--- src/design/bia_pkg.sv ---
// Package with the constants, payload types and control structs of the bitmap identifier allocator.
package bia_pkg;

    localparam int NUM_IDS   = 4096;
    localparam int WORD_BITS = 32;
    localparam int MAX_LIVE  = 4096;
    localparam int WORDS     = (NUM_IDS + WORD_BITS - 1) / WORD_BITS;

    localparam int ID_W      = 12;
    localparam int BIT_W     = $clog2(WORD_BITS);
    localparam int WORD_AW   = $clog2(WORDS);
    localparam int CNT_W     = 13;
    localparam int VIS_W     = $clog2(WORDS + 1);

    localparam logic [1:0] ST_OK        = 2'd0;
    localparam logic [1:0] ST_NONE      = 2'd1;
    localparam logic [1:0] ST_NOT_ALLOC = 2'd2;

    localparam logic MODE_ALLOC = 1'b0;
    localparam logic MODE_FREE  = 1'b1;

    typedef struct packed {
        logic            mode;
        logic [ID_W-1:0] release_id;
    } t_in;

    typedef struct packed {
        logic [ID_W-1:0] granted_id;
        logic [1:0]      status;
    } t_out;

    typedef struct packed {
        logic load;
        logic rd;
        logic adv;
        logic wr_set;
        logic wr_clr;
        logic set_none;
        logic set_not_alloc;
    } t_cmd;

    typedef struct packed {
        logic mode;
        logic count_zero;
        logic range_bad;
        logic found;
        logic bit_set;
        logic last_visit;
    } t_stat;

endpackage

--- src/design/bia_ctrl.sv ---
// Controller state machine that sequences the request load, word reads, checks and result hand-off.
module bia_ctrl import bia_pkg::*; (
    input  logic  i_clk,
    input  logic  i_rst_n,
    input  logic  i_in_valid,
    input  logic  i_out_free,
    input  t_stat i_stat,
    output t_cmd  o_cmd,
    output logic  o_idle,
    output logic  o_push
);

    localparam logic [1:0] S_IDLE  = 2'd0;
    localparam logic [1:0] S_READ  = 2'd1;
    localparam logic [1:0] S_CHECK = 2'd2;
    localparam logic [1:0] S_DONE  = 2'd3;

    logic [1:0] r_state;
    logic [1:0] n_state;

    always_ff @(posedge i_clk) begin
        if (!i_rst_n) begin
            r_state <= S_IDLE;
        end else begin
            r_state <= n_state;
        end
    end

    always_comb begin
        n_state = r_state;
        o_cmd   = '0;
        o_push  = 1'b0;
        case (r_state)
            S_IDLE: begin
                if (i_in_valid) begin
                    o_cmd.load = 1'b1;
                    n_state    = S_READ;
                end
            end
            S_READ: begin
                if (i_stat.mode == MODE_ALLOC && i_stat.count_zero) begin
                    o_cmd.set_none = 1'b1;
                    n_state        = S_DONE;
                end else if (i_stat.mode == MODE_FREE && i_stat.range_bad) begin
                    o_cmd.set_not_alloc = 1'b1;
                    n_state             = S_DONE;
                end else begin
                    o_cmd.rd = 1'b1;
                    n_state  = S_CHECK;
                end
            end
            S_CHECK: begin
                if (i_stat.mode == MODE_FREE) begin
                    if (i_stat.bit_set) begin
                        o_cmd.wr_clr = 1'b1;
                    end else begin
                        o_cmd.set_not_alloc = 1'b1;
                    end
                    n_state = S_DONE;
                end else if (i_stat.found) begin
                    o_cmd.wr_set = 1'b1;
                    n_state      = S_DONE;
                end else if (i_stat.last_visit) begin
                    o_cmd.set_none = 1'b1;
                    n_state        = S_DONE;
                end else begin
                    o_cmd.adv = 1'b1;
                    n_state   = S_READ;
                end
            end
            S_DONE: begin
                if (i_out_free) begin
                    o_push  = 1'b1;
                    n_state = S_IDLE;
                end
            end
            default: begin
                n_state = S_IDLE;
            end
        endcase
    end

    assign o_idle = (r_state == S_IDLE);

`ifndef NO_ASSERTIONS
    a_push_only_done: assert property (@(posedge i_clk) disable iff (!i_rst_n)
        o_push |-> r_state == S_DONE)
        else $error("result pushed outside the done state");
    a_write_one_hot: assert property (@(posedge i_clk) disable iff (!i_rst_n)
        $onehot0({o_cmd.wr_set, o_cmd.wr_clr, o_cmd.set_none, o_cmd.set_not_alloc}))
        else $error("more than one result source selected");
    a_rd_then_check: assert property (@(posedge i_clk) disable iff (!i_rst_n)
        o_cmd.rd |=> r_state == S_CHECK)
        else $error("word read not followed by a check");
`endif

endmodule

--- src/design/bia_dpath.sv ---
// Datapath with the bitmap memory, word valid bits, search registers, counters and result register.
module bia_dpath import bia_pkg::*; (
    input  logic  i_clk,
    input  logic  i_rst_n,
    input  t_in   i_in_data,
    input  t_cmd  i_cmd,
    output t_stat o_stat,
    output t_out  o_res
);

    logic [WORD_BITS-1:0] mem [WORDS];
    logic [WORDS-1:0]     r_wvalid;
    logic [WORD_BITS-1:0] r_rd_data;
    logic                 r_rd_ok;

    logic                 r_mode;
    logic [ID_W-1:0]      r_rid;
    logic [WORD_AW-1:0]   r_word;
    logic [BIT_W-1:0]     r_off;
    logic                 r_first;
    logic [VIS_W-1:0]     r_visits;
    logic [ID_W-1:0]      r_last;
    logic [CNT_W-1:0]     r_free_count;
    t_out                 r_res;

    logic [ID_W-1:0]      start_pos;
    logic [WORD_BITS-1:0] eff_word;
    logic [WORD_BITS-1:0] masked;
    logic [BIT_W-1:0]     hit;
    logic                 we;
    logic [WORD_BITS-1:0] wdata;

    assign start_pos = (32'(r_last) == NUM_IDS - 1) ? '0 : r_last + 1'b1;
    assign eff_word  = r_rd_ok ? r_rd_data : '0;
    assign masked    = ~eff_word & (r_first ? ({WORD_BITS{1'b1}} << r_off)
                                            : {WORD_BITS{1'b1}});

    always_comb begin
        hit = '0;
        for (int i = WORD_BITS - 1; i >= 0; i--) begin
            if (masked[i]) begin
                hit = BIT_W'(i);
            end
        end
    end

    assign we    = i_cmd.wr_set | i_cmd.wr_clr;
    assign wdata = i_cmd.wr_set ? (eff_word | (WORD_BITS'(1) << hit))
                                : (eff_word & ~(WORD_BITS'(1) << r_rid[BIT_W-1:0]));

    always_ff @(posedge i_clk) begin
        if (we) begin
            mem[r_word] <= wdata;
        end
        if (i_cmd.rd) begin
            r_rd_data <= mem[r_word];
        end
    end

    always_ff @(posedge i_clk) begin
        if (!i_rst_n) begin
            r_wvalid     <= '0;
            r_rd_ok      <= 1'b0;
            r_last       <= ID_W'(NUM_IDS - 1);
            r_free_count <= CNT_W'(MAX_LIVE);
        end else begin
            if (we) begin
                r_wvalid[r_word] <= 1'b1;
            end
            if (i_cmd.rd) begin
                r_rd_ok <= r_wvalid[r_word];
            end
            if (i_cmd.wr_set) begin
                r_last       <= {r_word, hit};
                r_free_count <= r_free_count - 1'b1;
            end else if (i_cmd.wr_clr) begin
                r_free_count <= r_free_count + 1'b1;
            end
        end
    end

    always_ff @(posedge i_clk) begin
        if (i_cmd.load) begin
            r_mode   <= i_in_data.mode;
            r_rid    <= i_in_data.release_id;
            r_first  <= 1'b1;
            r_visits <= '0;
            r_off    <= start_pos[BIT_W-1:0];
            if (i_in_data.mode == MODE_FREE) begin
                r_word <= i_in_data.release_id[ID_W-1:BIT_W];
            end else begin
                r_word <= start_pos[ID_W-1:BIT_W];
            end
        end else if (i_cmd.adv) begin
            r_first  <= 1'b0;
            r_visits <= r_visits + 1'b1;
            r_word   <= (32'(r_word) == WORDS - 1) ? '0 : r_word + 1'b1;
        end
        if (i_cmd.wr_set) begin
            r_res <= '{granted_id: {r_word, hit}, status: ST_OK};
        end else if (i_cmd.wr_clr) begin
            r_res <= '{granted_id: r_rid, status: ST_OK};
        end else if (i_cmd.set_none) begin
            r_res <= '{granted_id: '0, status: ST_NONE};
        end else if (i_cmd.set_not_alloc) begin
            r_res <= '{granted_id: r_rid, status: ST_NOT_ALLOC};
        end
    end

    assign o_stat.mode       = r_mode;
    assign o_stat.count_zero = (r_free_count == '0);
    assign o_stat.range_bad  = (32'(r_rid) >= NUM_IDS);
    assign o_stat.found      = |masked;
    assign o_stat.bit_set    = eff_word[r_rid[BIT_W-1:0]];
    assign o_stat.last_visit = (32'(r_visits) == WORDS);
    assign o_res             = r_res;

`ifndef NO_ASSERTIONS
    a_count_bound: assert property (@(posedge i_clk) disable iff (!i_rst_n)
        r_free_count <= CNT_W'(MAX_LIVE))
        else $error("free count above its limit");
    a_set_needs_clear_bit: assert property (@(posedge i_clk) disable iff (!i_rst_n)
        i_cmd.wr_set |-> (|masked) && r_free_count != '0)
        else $error("identifier granted without a clear bit or free count");
    a_set_lowers_count: assert property (@(posedge i_clk) disable iff (!i_rst_n)
        i_cmd.wr_set |=> r_free_count == $past(r_free_count) - 1'b1)
        else $error("grant did not lower the free count");
    a_clr_needs_set_bit: assert property (@(posedge i_clk) disable iff (!i_rst_n)
        i_cmd.wr_clr |-> eff_word[r_rid[BIT_W-1:0]])
        else $error("free of an identifier that was not allocated");
`endif

endmodule

--- src/design/bitmap_id_allocator.sv ---
// Top level of the bitmap identifier allocator: controller, datapath and output register.
// One transaction at a time is taken. A free passes the read and check states once: its
// bitmap word is read and its bit checked before the result is set. An allocate passes both
// states for each bitmap word visited, from the identifier after the last grant, until a word
// with a clear bit is found or the search wraps through the whole bitmap; the single-port
// bitmap memory with its registered read needs both states per word. An allocate with a free
// count of zero gets its result without a read. Only once the result is pushed is the next
// transaction accepted, while the finished result waits in the output register.
// The bitmap is clear right after reset; no clearing pass is needed.
module bitmap_id_allocator import bia_pkg::*; (
    input  logic i_clk,
    input  logic i_rst_n,
    input  logic i_in_valid,
    output logic o_in_stall,
    input  t_in  i_in_data,
    output logic o_out_valid,
    input  logic i_out_stall,
    output t_out o_out_data
);

    t_cmd cmd;
    t_stat stat;
    t_out res;
    logic idle;
    logic push;
    logic out_free;
    logic r_out_valid;
    t_out r_out_data;

    assign out_free   = !r_out_valid || !i_out_stall;
    assign o_in_stall = !idle;

    bia_ctrl u_ctrl (
        .i_clk      (i_clk),
        .i_rst_n    (i_rst_n),
        .i_in_valid (i_in_valid),
        .i_out_free (out_free),
        .i_stat     (stat),
        .o_cmd      (cmd),
        .o_idle     (idle),
        .o_push     (push)
    );

    bia_dpath u_dpath (
        .i_clk     (i_clk),
        .i_rst_n   (i_rst_n),
        .i_in_data (i_in_data),
        .i_cmd     (cmd),
        .o_stat    (stat),
        .o_res     (res)
    );

    always_ff @(posedge i_clk) begin
        if (!i_rst_n) begin
            r_out_valid <= 1'b0;
        end else if (push) begin
            r_out_valid <= 1'b1;
        end else if (!i_out_stall) begin
            r_out_valid <= 1'b0;
        end
    end

    always_ff @(posedge i_clk) begin
        if (push) begin
            r_out_data <= res;
        end
    end

    assign o_out_valid = r_out_valid;
    assign o_out_data  = r_out_data;

endmodule

--- config.mk ---
export PLATFORM = sky130hd
export DESIGN_NAME = bitmap_id_allocator
export DESIGN_NICKNAME = d
export VERILOG_FILES = /design/src/design/bia_pkg.sv /design/src/design/bia_ctrl.sv /design/src/design/bia_dpath.sv /design/src/design/bitmap_id_allocator.sv
export SDC_FILE = /design/constraint.sdc
export NUM_CORES = 2
export LEC_CHECK = 0
export ABC_AREA = 0
export BUFFER_PORTS_ARGS = -buffer_cell sky130_fd_sc_hd__buf_2
export CORE_ASPECT_RATIO = 1.4
export CORE_UTILIZATION = 50
export DETAILED_ROUTE_END_ITERATION = 16
export PLACE_DENSITY_LB_ADDON = 0.2
export SLEW_MARGIN = 30
export SYNTH_ARGS = -nofsm -noshare
export SYNTH_HDL_FRONTEND = slang
export SYNTH_SLANG_ARGS = --single-unit
--- constraint.sdc ---
create_clock -name i_clk -period 13.76 [get_ports i_clk]
set_clock_uncertainty 0.15 [all_clocks]
set_input_delay 4.128 -clock i_clk [delete_from_list [all_inputs] [get_ports i_clk]]
set_output_delay 4.128 -clock i_clk [all_outputs]
set_load 0.01 [all_outputs]
**After elaboration in Yosys (flattened, before gate mapping)**

Memory sizes are Yosys's and may differ from the RTL's. A register that Yosys moved wholly into a read port is not among the register bits.
Cells that the tools add are included.

- Bits in registers: 219
- Bits in writable memories: 4,096
- Output and inout bits: 16
- Word-level logic and storage cells: 145
- Memories kept: 1

Memories:

| memory | words | bits a word | read ports | clocked after Yosys merged registers in | write ports | line | text |
|---|---|---|---|---|---|---|---|
| u_dpath.mem | 128 | 32 | 1 | 1 | 1 | bia_dpath.sv:11 | `logic [WORD_BITS-1:0] mem [WORDS];` |

- Add/sub/neg operators: 5
- $lt $le $gt $ge: 3
- Equal/unequal tests: 9
- Shift operators: 3
- Mux-type cells: 83
- Bitwise operators: 8
- Reductions and logical operators: 16

Operators with widths:

| kind | number |
|---|---|
| two-way mux 5 bit | 32 |
| OR 128 bit | 1 |
| two-way mux 32 bit | 3 |
| bitwise AND 32 bit | 2 |
| inverter 32 bit | 2 |
| left shift 1 x 5 -> 32 bit, first input constant | 2 |
| two-way mux 14 bit | 4 |
| OR 32 bit | 1 |
| OR reduction 32 bit | 1 |
| left shift 32 x 5 -> 32 bit, first input constant | 1 |
| two-way mux 7 bit | 4 |
| two-way mux 13 bit | 2 |
| two-way mux 1 bit | 25 |
| adder 13 x 1 -> 13 bit, second input constant | 1 |
| zero test 13 bit | 1 |
| subtractor 13 x 1 -> 13 bit, second input constant | 1 |
| adder 12 x 1 -> 12 bit, second input constant | 1 |
| equality test 12 bit, second input constant | 1 |
| two-way mux 12 bit | 1 |
| two-way mux 2 bit | 6 |
| adder 8 x 1 -> 8 bit, second input constant | 1 |
| equality test 8 bit, second input constant | 1 |
| < comparator 7 x 8 -> 1 bit, second input constant | 1 |
| case mux 2 bit (4 select lines) | 1 |
| other kinds (24) | 31 |

**Depth between registers and ports, before layout**

- Depth in word-level cells: 38
- Mapped depth: 19
- Depth with buffers taken out: 15

**Cells and area by module**

A second synthesis with hierarchy kept.

- Cell total of the unflattened synthesis: 9,177
- Area total of the unflattened synthesis: 161,229.6 um^2

By module, submodules not included:

| module | instances | cells an instance | area an instance (um^2) | sequential area each (um^2) |
|---|---|---|---|---|
| bia_dpath | 1 | 9,122 | 160,476.4 | 128,373.1 |
| bitmap_id_allocator | 1 | 19 | 459.2 | 440.4 |
| bia_ctrl | 1 | 36 | 294.0 | 40.0 |

**Worst setup path after synthesis**

Ideal clock, no wire load.

- Path kind: reg2reg
- Start point: reg u_dpath.r_off[2]
- End point: mem u_dpath.mem[0][25] (data pin)
- Setup time: 1.241 ns
- Arrival time: 7.458 ns
- Required time: 12.369 ns
- Setup slack: 4.911 ns
- Cell stages (with the launch flop): 13
- Buffers on the path: 4
- Period minus slack after synthesis: 8.849 ns
- Cells stage by stage: edfxtp_1 > buf_2 > buf_2 > buf_2 > and2_1 > o21ai_0 > a21boi_0 > o21ai_0 > a31o_2 > o21ai_1 > buf_2 > nand2_1 > o32ai_1

- Cells in the longest elaborated chain, start to end: 38
- Elaborated cells on any way between the ends: 42
- Classes of those cells: shift: 2; mux: 37; bitwise: 2; reduce/logical: 1

Ends and longest elaborated chain:

| what | line | text |
|---|---|---|
| start: declaration | bia_dpath.sv:19 | `logic [BIT_W-1:0] r_off;` |
| start signal: assignment | bia_dpath.sv:88 | `r_off <= start_pos[BIT_W-1:0];` |
| left shift 32 x 5 -> 32 bit * | bia_dpath.sv:35 | `assign masked = ~eff_word & (r_first ? ({WORD_BITS{1'b1}} << r_off)` |
| two-way mux 32 bit * | bia_dpath.sv:35 |  |
| bitwise AND 32 bit * | bia_dpath.sv:35 |  |
| two-way mux 5 bit (32 in a row) | bia_dpath.sv:41 | `if (masked[i]) begin` |
| left shift 1 x 5 -> 32 bit | bia_dpath.sv:48 | `assign wdata = i_cmd.wr_set ? (eff_word \| (WORD_BITS'(1) << hit))` |
| OR 32 bit | bia_dpath.sv:48 |  |
| two-way mux 32 bit * | bia_dpath.sv:48 |  |
| named net u_dpath.wdata[25] | bia_dpath.sv:31 | `logic [WORD_BITS-1:0] wdata;` |
| end: declaration | bia_dpath.sv:11 |  |

The timed path passes the listed nets; every way through them passes the cells marked *.

==> results.sh <==
export IMPL_status="complete, no violations"
export IMPL_wl_per_cell_um=39.24
export IMPL_cts_sinks=4347
export IMPL_relSlewSlack=0.1938
export IMPL_postCtsSetupBuffers=0
export IMPL_p_comb_frac=0.271
export IMPL_initial_core_util=0.5022
export IMPL_dieArea_um2=324200
export IMPL_row_count=246
export IMPL_synth_nets=9207
export IMPL_antenna_found_initial=57
export IMPL_synthFlopType="edfxtp_1"
export IMPL_cts_root_buffer="clkbuf_16"
export IMPL_cp_slowest_cell="edfxtp_1"
export IMPL_switching_share=0.3448
export IMPL_tritoncts="yes"
export IMPL_final_common_cell="edfxtp_1"
export IMPL_via_count=97450
export IMPL_synth_edf_count=4179
export IMPL_cts_buffers=390
export IMPL_ys_seq_elements=4347
export IMPL_path_clk_slew_ps=70
export IMPL_dp_cells=13160
export IMPL_io_pin_count=33
export IMPL_whs_ps=269.4
export IMPL_synth_warnings=0
export IMPL_hold_path_class="flop to flop"
export IMPL_gp_congestion=0.9459
export IMPL_synth_top_area_frac=0.7798
export IMPL_postCtsHoldBufs=0
export IMPL_clockBufferDepth=4
export IMPL_maxCapViolCount=0
export IMPL_grt_pass1_vias=91830
export IMPL_place_detailed_hpwl_mm=315.1
export IMPL_ys_types=91
export IMPL_ir_worst_vdd_mv=0.2073
export IMPL_final_cell_mix="edfxtp_1, a22oi_1, a221oi_1"
export IMPL_grt_max_degree=110
export IMPL_yosysSeqAreaShare=0.8007
export IMPL_setup_viol=0
export IMPL_filler_cell_count=23990
export IMPL_report_final_hold_viol_count=0
export IMPL_p_switching_mw=12.66
export IMPL_async_reset_ff_frac=0
export IMPL_setup_tns_final_ps=0
export IMPL_leakagePower_nw=56.07
export IMPL_htreeDepth=5
export IMPL_min_period_ps=6952
export IMPL_rsz0062_at_grt="no"
export IMPL_syn_avg_cell_area_um2=17.55
export IMPL_wirelength_mm=545.3
export IMPL_criticalPathCategory="flop to flop"
export IMPL_clk_latency_ps=960
export IMPL_drv_slew=0
export IMPL_crit_arrival_ps=7440
export IMPL_fin_area_um2=181100
export IMPL_min_period_over_period=0.5052
export IMPL_pwr_share_clk=0.294
export IMPL_syn2layout_area_growth_pct=12.57
export IMPL_grt_overflow=0
export IMPL_synth_top_area_cell="edfxtp_1"
export IMPL_slowest_delay_ps=1080
export IMPL_finalNonFillerCells=13900
export IMPL_syn_area_um2=160900
export IMPL_post_cts_resized=0
export IMPL_dieWidth_um=481.5
export IMPL_required_ps=14250
export IMPL_seqPwrFrac=0.435
export IMPL_cp_cell_sequence="buf_4 -> and3_4 -> buf_4 -> buf_4 -> a22oi_1 -> nand4_1 -> o211ai_1 -> o311ai_1 -> o21ai_0 -> o2111ai_1"
export IMPL_critPathLaunchType="flop"
export IMPL_power_density_nw_per_um2=202.7
export IMPL_yosys_top_cells_area="edfxtp_1, a22oi_1, a221oi_1"
export IMPL_endpoint_kind="flop"
export IMPL_grt_util_all_layers=0.3305
export IMPL_core_area_um2=320400
export IMPL_first_pass_iters=9
export IMPL_nNetsFinal=9374
export IMPL_route_detailed_drc=0
export IMPL_seq_area_um2=128900
export IMPL_drtIter0Drc=15690
export IMPL_max_freq_mhz=143.8
export IMPL_viasPerCell=7.013
export IMPL_cp_common_cell="buf_4"
export IMPL_port_buffers=32
export IMPL_tightestPinTransition_ps=1204
export IMPL_dpl_cell_area_um2=168500
export IMPL_p_int_mw=24.06
export IMPL_ant_nets=0
export IMPL_die_y_um=673.3
export IMPL_synthCells=9169
export IMPL_final_layout_size_suffix_gt1_frac=0.1351
export IMPL_grt_pass1_wl_mm=745.2
export IMPL_cp_max_fo=39
export IMPL_total_power_mw=36.72
export IMPL_multi_input_area_um2=30830
[stage by stage]
step | setup slack, ps | utilization
finish | 6808 | 0.5653
global route | 7139 | 0.5652
CTS | 7226 | 0.5647
detailed placement | 7153 | 0.5260
global placement | 6777 | 0.5248
floorplan | 4911 | -
[kinds of logic (layout without fill, tap and decap cells)]
group,after synthesis,after routing,share of synthesized area
AOI/OAI and AO/OA,2915,2915,0.1356
xor gates and xnor gates,26,26,0.001415
adders and majority gates,21,21,0.001679
buffers and inverters,677,1146,0.01875
DFF,4347,4347,0.8007
muxes,115,115,0.009175
other,0,41,0
and+or+nand+nor,1068,1068,0.03263
[Yosys cell counts, types with 12 or more instances]
library cell  number
a21oi_1          125
a221oi_1         470
a222oi_1          14
a22o_1           418
a22oi_1         1093
a31oi_1          299
and2_1            12
and3_1            16
buf_1            158
buf_2            270
buf_4             28
clkbuf_1         190
dfxtp_1          168
edfxtp_1        4179
ha_1              20
inv_1             19
mux2_2            46
mux2i_1           47
mux4_2            21
nand2_1          323
nand2b_1          15
nand3_1           97
nand4_1          168
nor2_1           259
nor2b_1           21
nor3_1            31
nor4_1            50
o2111ai_1         12
o211ai_1          71
o21ai_0          172
o21ai_1           89
o221ai_1          14
o22ai_1           25
or4_1             19
xnor2_1           19
[metal layers]
layer  track usage  vias to the layer above  share of wire
li1              -                    38850              -
met1        0.4233                    50300           0.35
met2        0.5222                     6963           0.47
met3       0.05741                     1316           0.10
met4        0.2122                       26          0.075
met5      0.002101                        -        0.00049
[worst max-delay path, delay by kind of cell (launching register included)]
kind,cells,cell delay (ps)
buf+inv,3,1820
compound gates,5,2520
simple gates,2,900
flops,1,1080
[flip-flops by register name (all words and copies together) (netlist names), 2 cells and up]
signal and cells:
u_ctrl.r_state 2, u_dpath.o_res 14, u_dpath.r_visits 8, u_dpath.r_rid 12
u_dpath.r_rd_data 32, u_dpath.r_last 12, u_dpath.mem 4096, u_dpath.r_off 5
u_dpath.r_free_count 13, o_out_data 14, u_dpath.r_word 7, u_dpath.r_wvalid 128
[power groups by stage]
stage | sequential [mW] | combinational [mW] | clock [mW]
after floorplan | 16.2 | 4.79 | 0
after global placement | 16.2 | 9.42 | 0
after detailed placement | 16.2 | 9.61 | 0
after CTS | 16.0 | 9.63 | 10.8
after global routing | 16.0 | 10.1 | 11.3
final | 16.0 | 9.94 | 10.8
[final timing paths]
check	cells past startpoint	slack [ps]	startpoint	to
setup / recovery	10	6810	u_dpath.r_word[2]$_DFFE_PP_	u_dpath.r_rd_data[7]$_DFFE_PP_
hold / removal	0	270	u_dpath.o_res[7]$_DFFE_PP_	o_out_data[7]$_DFFE_PP_
setup reg to reg	10	6810	u_dpath.r_word[2]$_DFFE_PP_	u_dpath.r_rd_data[7]$_DFFE_PP_
hold reg to reg	0	270	u_dpath.o_res[7]$_DFFE_PP_	o_out_data[7]$_DFFE_PP_
[area by class of cell]
type	instances	area share
timing repair buffer	428	0.01989
clock buffer	492	0.05709
tap	4216	0.02912
inverter	24	0.0004973
clock inverter	202	0.01129
antenna	41	0.0005664
multi-input combinational	4145	0.1702
sequential	4347	0.7113
(Power assumes the default switching activity.)
